$ cat src/rtl/ldr_pkg.sv
`timescale 1ns / 1ps
// ----------------------------------------------------------------------------
// ldr_pkg
// Shared widths, register map, reset values and Q2.30 saturation helpers for
// the lens distortion pixel remapper.
// ----------------------------------------------------------------------------
package ldr_pkg;

   localparam int unsigned COORD_W    = 12;
   localparam int unsigned PIX_W      = 8;
   localparam int unsigned FOCAL_W    = 28;
   localparam int unsigned COEF_W     = 32;
   localparam int unsigned ADDR_W     = 5;
   localparam int unsigned DATA_W     = 32;
   localparam int unsigned NORM_STEPS = 31;
   localparam int unsigned NORM_LAT   = NORM_STEPS + 2;
   localparam int unsigned DIST_LAT   = 12;

   // register indexes
   localparam logic [2:0] REG_FOCAL_X        = 3'd0;
   localparam logic [2:0] REG_FOCAL_Y        = 3'd1;
   localparam logic [2:0] REG_CENTRE_X       = 3'd2;
   localparam logic [2:0] REG_CENTRE_Y       = 3'd3;
   localparam logic [2:0] REG_RADIAL_ONE     = 3'd4;
   localparam logic [2:0] REG_RADIAL_TWO     = 3'd5;
   localparam logic [2:0] REG_TANGENTIAL_ONE = 3'd6;
   localparam logic [2:0] REG_TANGENTIAL_TWO = 3'd7;

   // reset values
   localparam logic [27:0] RST_FOCAL_X        = 28'd69793805;
   localparam logic [27:0] RST_FOCAL_Y        = 28'd69674563;
   localparam logic [27:0] RST_CENTRE_X       = 28'd62694561;
   localparam logic [27:0] RST_CENTRE_Y       = 28'd34706841;
   localparam logic [31:0] RST_RADIAL_ONE     = 32'sd42749957;
   localparam logic [31:0] RST_RADIAL_TWO     = -32'sd847182;
   localparam logic [31:0] RST_TANGENTIAL_ONE = -32'sd4494683;
   localparam logic [31:0] RST_TANGENTIAL_TWO = 32'sd1183263;

   // build defaults
   localparam int unsigned       DEF_OUT_WIDTH    = 1920;
   localparam int unsigned       DEF_OUT_HEIGHT   = 1080;
   localparam logic signed [31:0] DEF_RADIAL_THREE = -32'sd48211008;

   localparam logic signed [35:0] Q30_ONE = 36'sh040000000;
   localparam logic signed [35:0] WIDE_MAX = 36'sh07FFFFFFF;
   localparam logic signed [35:0] WIDE_MIN = 36'shF80000000;

   typedef struct packed {
      logic [27:0]        focal_x;
      logic [27:0]        focal_y;
      logic [27:0]        centre_x;
      logic [27:0]        centre_y;
      logic signed [31:0] radial_one;
      logic signed [31:0] radial_two;
      logic signed [31:0] tangential_one;
      logic signed [31:0] tangential_two;
   } cfg_type;

   // clamp a wide sum into signed 32 bits
   function automatic logic signed [31:0] sat_wide(input logic signed [35:0] v);
      logic signed [31:0] r;
      if (v > WIDE_MAX) begin
         r = 32'sh7FFFFFFF;
      end else if (v < WIDE_MIN) begin
         r = 32'sh80000000;
      end else begin
         r = v[31:0];
      end
      return r;
   endfunction

   // Q2.30 product: floor shift by 30, then clamp
   function automatic logic signed [31:0] qsat(input logic signed [63:0] p);
      logic signed [63:0] s;
      s = p >>> 30;
      return sat_wide(s[35:0]);
   endfunction

endpackage

$ cat src/rtl/ldr_norm.sv
`timescale 1ns / 1ps
// ----------------------------------------------------------------------------
// ldr_norm
// Pipelined restoring divider: (pos*2^16 - centre) * 2^30 / focal, one
// quotient bit per stage, truncated toward zero and clamped to Q2.30.
// ----------------------------------------------------------------------------
module ldr_norm (
   input  logic                clock,
   input  logic                en,
   input  logic [11:0]         pos,
   input  logic [27:0]         centre,
   input  logic [27:0]         focal,
   output logic signed [31:0]  coord
);

   localparam int unsigned STEPS = ldr_pkg::NORM_STEPS;

   logic signed [29:0] num;
   logic               num_neg;
   logic [28:0]        mag;

   logic [27:0]        rem_ff  [0:STEPS];
   logic [STEPS-1:0]   quo_ff  [0:STEPS];
   logic               neg_ff  [0:STEPS];
   logic               sat_ff  [0:STEPS];
   logic               zero_ff [0:STEPS];
   logic               lsb_ff;
   logic signed [31:0] coord_ff;

   assign num     = $signed({2'b00, pos, 16'b0}) - $signed({2'b00, centre});
   assign num_neg = num[29];
   assign mag     = num_neg ? 29'(-num) : 29'(num);
   assign coord   = coord_ff;

   // set up magnitude, overflow and zero flags; quotient fits 31 bits
   always_ff @(posedge clock) begin
      if (en) begin
         rem_ff[0]  <= mag[28:1];
         lsb_ff     <= mag[0];
         quo_ff[0]  <= '0;
         neg_ff[0]  <= num_neg;
         sat_ff[0]  <= mag >= {focal, 1'b0};
         zero_ff[0] <= mag == 29'd0;
      end
   end

   // one quotient bit per stage
   for (genvar i = 0; i < STEPS; i++) begin : g_step
      logic [28:0] trial;
      logic        ge;

      assign trial = {rem_ff[i], (i == 0) ? lsb_ff : 1'b0};
      assign ge    = trial >= {1'b0, focal};

      always_ff @(posedge clock) begin
         if (en) begin
            rem_ff[i+1]  <= ge ? 28'(trial - {1'b0, focal}) : trial[27:0];
            quo_ff[i+1]  <= {quo_ff[i][STEPS-2:0], ge};
            neg_ff[i+1]  <= neg_ff[i];
            sat_ff[i+1]  <= sat_ff[i];
            zero_ff[i+1] <= zero_ff[i];
         end
      end
   end

   // apply sign and clamp
   always_ff @(posedge clock) begin
      if (en) begin
         if (zero_ff[STEPS]) begin
            coord_ff <= '0;
         end else if (sat_ff[STEPS]) begin
            coord_ff <= neg_ff[STEPS] ? 32'sh80000000 : 32'sh7FFFFFFF;
         end else if (neg_ff[STEPS]) begin
            coord_ff <= -$signed({1'b0, quo_ff[STEPS]});
         end else begin
            coord_ff <= $signed({1'b0, quo_ff[STEPS]});
         end
      end
   end

endmodule

$ cat config.mk
export PLATFORM = sky130hd
export DESIGN_NAME = ldr_norm
export DESIGN_NICKNAME = d
export VERILOG_FILES = /design/src/rtl/ldr_pkg.sv /design/src/rtl/ldr_norm.sv
export SDC_FILE = /design/constraint.sdc
export NUM_CORES = 2
export LEC_CHECK = 0
export ABC_AREA = 1
export BUFFER_PORTS_ARGS = -buffer_cell sky130_fd_sc_hd__buf_2
export CORE_UTILIZATION = 60
export CTS_BUF_LIST = sky130_fd_sc_hd__clkbuf_4 sky130_fd_sc_hd__clkbuf_8
export CTS_CLUSTER_SIZE = 12
export DETAILED_ROUTE_END_ITERATION = 8
export GPL_TIMING_DRIVEN = 0
export PLACE_DENSITY = 0.85
export REMOVE_ABC_BUFFERS = 1
export SYNTH_ARGS = -nofsm -noshare
export SYNTH_HDL_FRONTEND = slang
export SYNTH_SLANG_ARGS = --single-unit
$ cat constraint.sdc
create_clock -name clock -period 6.9 [get_ports clock]
set_input_delay 0.345 -clock clock [delete_from_list [all_inputs] [get_ports clock]]
set_output_delay 0.345 -clock clock [all_outputs]
set_load 0.01 [all_outputs]
# After elaboration in Yosys (flattened, before gate mapping)
# Memories as Yosys holds them, arrays and structs flattened.
# Index checks and enable logic that the tools add are counted.
# W data, S select, Z words.
[word_totals]
reg_bits = 33
ramBits = 1984
inputBits = 70
output_inout_bits = 32
elab_cells = 111
mem_count = 5
[memory_table]
columns = ["name", "depth", "width", "read_ports", "rd_ports_with_merged_regs", "wr", "line", "text"]
rows = [
  ["quo_ff", 32, 31, 32, 0, 32, "ldr_norm.sv:23", "logic [STEPS-1:0] quo_ff [0:STEPS];"],
  ["rem_ff", 32, 28, 31, 0, 32, "ldr_norm.sv:22", "logic [27:0] rem_ff [0:STEPS];"],
  ["neg_ff", 32, 1, 32, 0, 32, "ldr_norm.sv:24", "logic neg_ff [0:STEPS];"],
  ["sat_ff", 32, 1, 32, 0, 32, "ldr_norm.sv:25", "logic sat_ff [0:STEPS];"],
  ["zero_ff", 32, 1, 32, 0, 32, "ldr_norm.sv:26", "logic zero_ff [0:STEPS];"],
]
[op_classes]
n_addsub = 34
n_lt_le_gt_ge = 32
mux = 37
reduce_logical = 1
[op_table]
columns = ["op", "n"]
rows = [
  ["$ge A29 B28 Y1", 31],
  ["$mux W28", 31],
  ["$sub A28 B28 Y28", 31],
  ["$mux W32", 3],
  ["$neg A31 Y32", 1],
  ["$ge A29 B29 Y1", 1],
  ["$logic_not A29 Y1", 1],
  ["$mux W29", 1],
  ["$neg A29 Y29", 1],
  ["$sub A28 B28 Y29", 1],
  ["$mux W1", 2],
]

# Logic depth before layout (Yosys ltp)
[logic_depth]
ltp_word = 4
ltp_mapped = 25
mapped_depth_nobuf = 25

# Least setup slack after synthesis
# No wires, ideal clock.
[synth_path]
path_kind = "input to register"
startpoint = "input port centre[0]"
endpoint = "memory sat_ff[0][0] (data pin)"
setup_ns = 0.259
t_arrival_ns = 3.155
t_required_ns = 6.641
setup_slack_ns = 3.487
stages = 24
path_buffers = 0
cell_sequence = "inv_1 -> ha_1 -> inv_2 -> nor2_1 -> nand2_1 -> nand2_1 -> inv_2 -> nor2_2 -> nand2_1 -> nor2_2 -> nand3_1 -> nor2_1 -> nand4_1 -> nand2_1 -> xor2_1 -> inv_1 -> ha_1 -> nand2_1 -> nor2_1 -> nand2_1 -> a31oi_1 -> a2111oi_0 -> o41ai_1 -> o21bai_1"
[synth_lines]
columns = ["element", "line", "text"]
rows = [
  ["start, declared", "ldr_norm.sv:11", "input logic [27:0] centre,"],
  ["end, declared", "ldr_norm.sv:25", ""],
]

==> impl_metrics.yaml <==
status:
  status: "finished, final reports clean"
sta:
  fin_setup_tns_ns: 0
  worst_slack_ns: 2.26
  layout_min_cycle_time_ns: 4.64
  slew_headroom_pct: 10.6
  worst_slew_pin_slew_ns: 1.34
  hold_viol_final: 0
  setup_viol: 0
  slew_viol_final: 0
  rsz0062_at_grt: "no"
  fmax_ghz: 0.216
  fin_worst_skew_ns: 0.0817
  min_period_over_period_pct: 67.2
final_layout:
  drive_gt1_share_pct: 6.04
  postLayoutCoreUtil_pct: 65.6
  nFillCells: 13700
  stdcell_area_um2: 111000
  multi_input_area_um2: 51500
  area_growth_pct: 8.24
  final_nets: 13100
  register_area_um2: 44800
grt:
  grt_pass1_wl_mm: 429
  grt-ovfl-total: 0
  grt_util_all_layers_pct: 31.3
  grt_pass1_vias: 81800
  grt_max_degree: 201
  antenna_found_initial: 7
hold_path:
  hold_path_end: "rem_ff[0][3]$_DFFE_PP_"
  whs_path_depth: 7
  min_from: "centre[3]"
  min_path_type: "in -> reg"
die:
  start_util_pct: 60.6
  core-area_um2: 170000
  boundaryPins: 102
  row_count: 151
  die_width_um: 416
  fp.dieH_um: 416
  dieArea_um2: 173000
critical_path:
  end_kind: "flip-flop"
  crit_required_ns: 7.62
  arrival_ns: 5.36
  critPathLaunchType: "input port"
  r2r_end: "rem_ff[8][50]$_DFFE_PP_"
  cp_slowest_stage_delay_ns: 0.73
  cp_slowest_cell: "inv_2"
  crit_path_cell_trace: "dlygate4sd3_1 > buf_4 > clkinv_2 > buf_12 > nand3_1 > nand2_1 > a21oi_2 > o21ai_1 > a21oi_1 > inv_1 > nand4_1 > nand3_1 > inv_2 > o21ai_0"
  criticalPathCategory: "in -> reg"
  r2r_start: "rem_ff[8][12]$_DFFE_PP_"
  crit_buf_inv: 6
  crit_path_max_fanout: 44
  crit_family: "buffers and inverters"
  r2r_slack_ns: 2.44
  cp_common_cell: "nand3_1"
  rr_worst_depth: 9
synthesis:
  async_reset_ff_share_pct: 0
  ys_top_cells_by_count: "nand2_1, edfxtp_1, inv_1"
  yosysTopAreaCell: "edfxtp_1"
  synth_area_um2: 103000
  synth_most_common_cell: "nand2_1"
  synth_edf_count: 1493
  ys_seq_area_share_pct: 43.6
  ys_warn_count: 0
  synth_area_leaders: "edfxtp_1, ha_1, nand2_1"
  syn_area_per_cell_um2: 8.68
  yosys_register_bits: 1493
  synthCells: 11900
  synth_cell_types: 53
  synth_top_area_share_pct: 43.6
  synth_ff_type: "edfxtp_1"
route:
  firstDrtPassIters: 8
  vias_per_cell: 5.88
  drc: 0
  antenna_left: 0
  num_vias: 85200
  totalWireLength_mm: 277
  wl_per_cell_um: 19.1
  first_iter_violations: 7708
placement:
  place_area_um2: 106000
  portBuffers: 101
  place_hpwl_mm: 201
  dpl_worst_slack_ns: 1.29
  gp_congestion: 0.966
power:
  swShare_pct: 45.1
  p_leak_nw: 47.6
  netSwitchingPower_mw: 24.1
  ir_drop_uv: 312
  comb_power_share_pct: 53.8
  power_density_nw_per_um2: 479
  seq_power_share_pct: 31.3
  power_frac_clock_pct: 14.8
  p_int_mw: 29.3
clock_network:
  clk_pin_slew_ns: 0.07
  cts_tree: "yes"
  ctsHtreeMaxLevel: 4
  cts_buffers: 238
  root_buffer: "clkbuf_8"
  clock-sinks: 1493
  ctsResizeCount: 0
  clock_path_buffers: 3
  post-cts-setup-buffers: 0
  cts_hold_buf: 17
  clkLatencyLatePin_ns: 1.07
job:
  cap_violations: 0
[per-layer routing]
metal  up-vias  GRT usage (%)  wire (µm)
met5         -              0         31
met4         4           16.9      15700
met3       738           3.99      19400
met2      3328           50.7     125000
met1     39500           41.0     116000
li1      41600              -          -
[cells in the final DEF, fill, tap and decap left out, types with 19 or more instances in the layout]
| master | netlist | routed |
|---|---|---|
| a21oi_1 | 1173 | 1173 |
| clkbuf_8 | 0 | 238 |
| xor2_1 | 317 | 317 |
| nor2_1 | 966 | 966 |
| a21o_1 | 62 | 62 |
| nor3_1 | 135 | 135 |
| nand2_1 | 2472 | 2472 |
| a21oi_2 | 38 | 38 |
| clkinv_2 | 2 | 37 |
| clkinv_1 | 2 | 72 |
| edfxtp_1 | 1493 | 1493 |
| fa_1 | 30 | 30 |
| o21ai_1 | 252 | 252 |
| ha_1 | 910 | 910 |
| nand3_1 | 376 | 376 |
| o21ai_2 | 21 | 21 |
| a211oi_1 | 28 | 28 |
| o21bai_1 | 36 | 36 |
| nor4_1 | 56 | 56 |
| inv_2 | 41 | 49 |
| o221ai_1 | 70 | 70 |
| buf_2 | 95 | 98 |
| o2111ai_1 | 23 | 23 |
| nand4_1 | 74 | 74 |
| or2_2 | 58 | 58 |
| clkbuf_4 | 0 | 57 |
| a31oi_1 | 111 | 111 |
| nand3b_1 | 41 | 41 |
| o21a_1 | 90 | 90 |
| xnor2_1 | 363 | 363 |
| inv_1 | 1412 | 1385 |
| o21ai_0 | 839 | 839 |
| o211ai_1 | 55 | 55 |
| buf_16 | 0 | 27 |
| a21boi_1 | 19 | 19 |
[cell type report]
cell class | instances | area share (%)
diodes | 8 | 0.0180
clock buffers | 295 | 3.33
clock inverters | 142 | 1.18
inverters | 1457 | 4.96
multi-input cells | 8729 | 46.3
flip-flops and latches | 1493 | 40.3
well taps | 2218 | 2.49
repair buffers | 156 | 1.49
[through the flow]
stage | instances | hold WS [ns] | total power [mW]
2_1_floorplan | 11700 | 0.400 | 37.1
3_3_place_gp | 14000 | 0.400 | 44.3
3_5_place_dp | 14000 | 0.405 | 44.6
4_1_cts | 14500 | 0.00343 | 52.9
5_1_grt | 14500 | 0.0950 | 57.5
6_report | 14500 | 0.0959 | 53.3
[cells by family after synthesis]
| kind of cell | synth area share, % |
|---|---|
| compound gates | 15.6 |
| xor+xnor | 5.79 |
| fa+ha+maj | 11.7 |
| buf+inv | 6.32 |
| flops | 43.6 |
| simple gates | 17.1 |
[registers in the layout (all words and copies together) (netlist names)]
register and count:
zero_ff 32, sat_ff 32, neg_ff 32, lsb_ff 1
quo_ff 496, rem_ff 868, coord 32
[tightest hold or removal path: stages]
cell     delay, ns
buf_2         0.13
nor2_2        0.06
nand2_1       0.06
nand2_1       0.11
nand2_1       0.10
nand2_1       0.08
inv_1         0.08
[power by group through the flow]
stage	clock [mW]	sequential, mW	combinational, mW
finish	7.91	16.7	28.7
global route	8.42	17.0	32.1
floorplan	0	15.9	21.3
detailed placement	0	16.7	27.9
CTS	8.07	16.6	28.2
global placement	0	17.1	27.2
[worst max-delay path by stage]
stage               startpoint  slack (ns)                        to  depth (start not counted)
floorplan           centre[22]        3.08    sat_ff[0][0]$_DFFE_PP_                         23
global placement            en      -17.09  quo_ff[24][17]$_DFFE_PP_                          1
detailed placement    focal[1]        1.29   rem_ff[8][50]$_DFFE_PP_                         16
CTS                   focal[0]        2.05   rem_ff[8][50]$_DFFE_PP_                         15
global route          focal[1]        1.89   rem_ff[8][50]$_DFFE_PP_                         16
finish                focal[0]        2.26   rem_ff[5][52]$_DFFE_PP_                         14
Note: power is estimated with default switching activity, not from simulation.
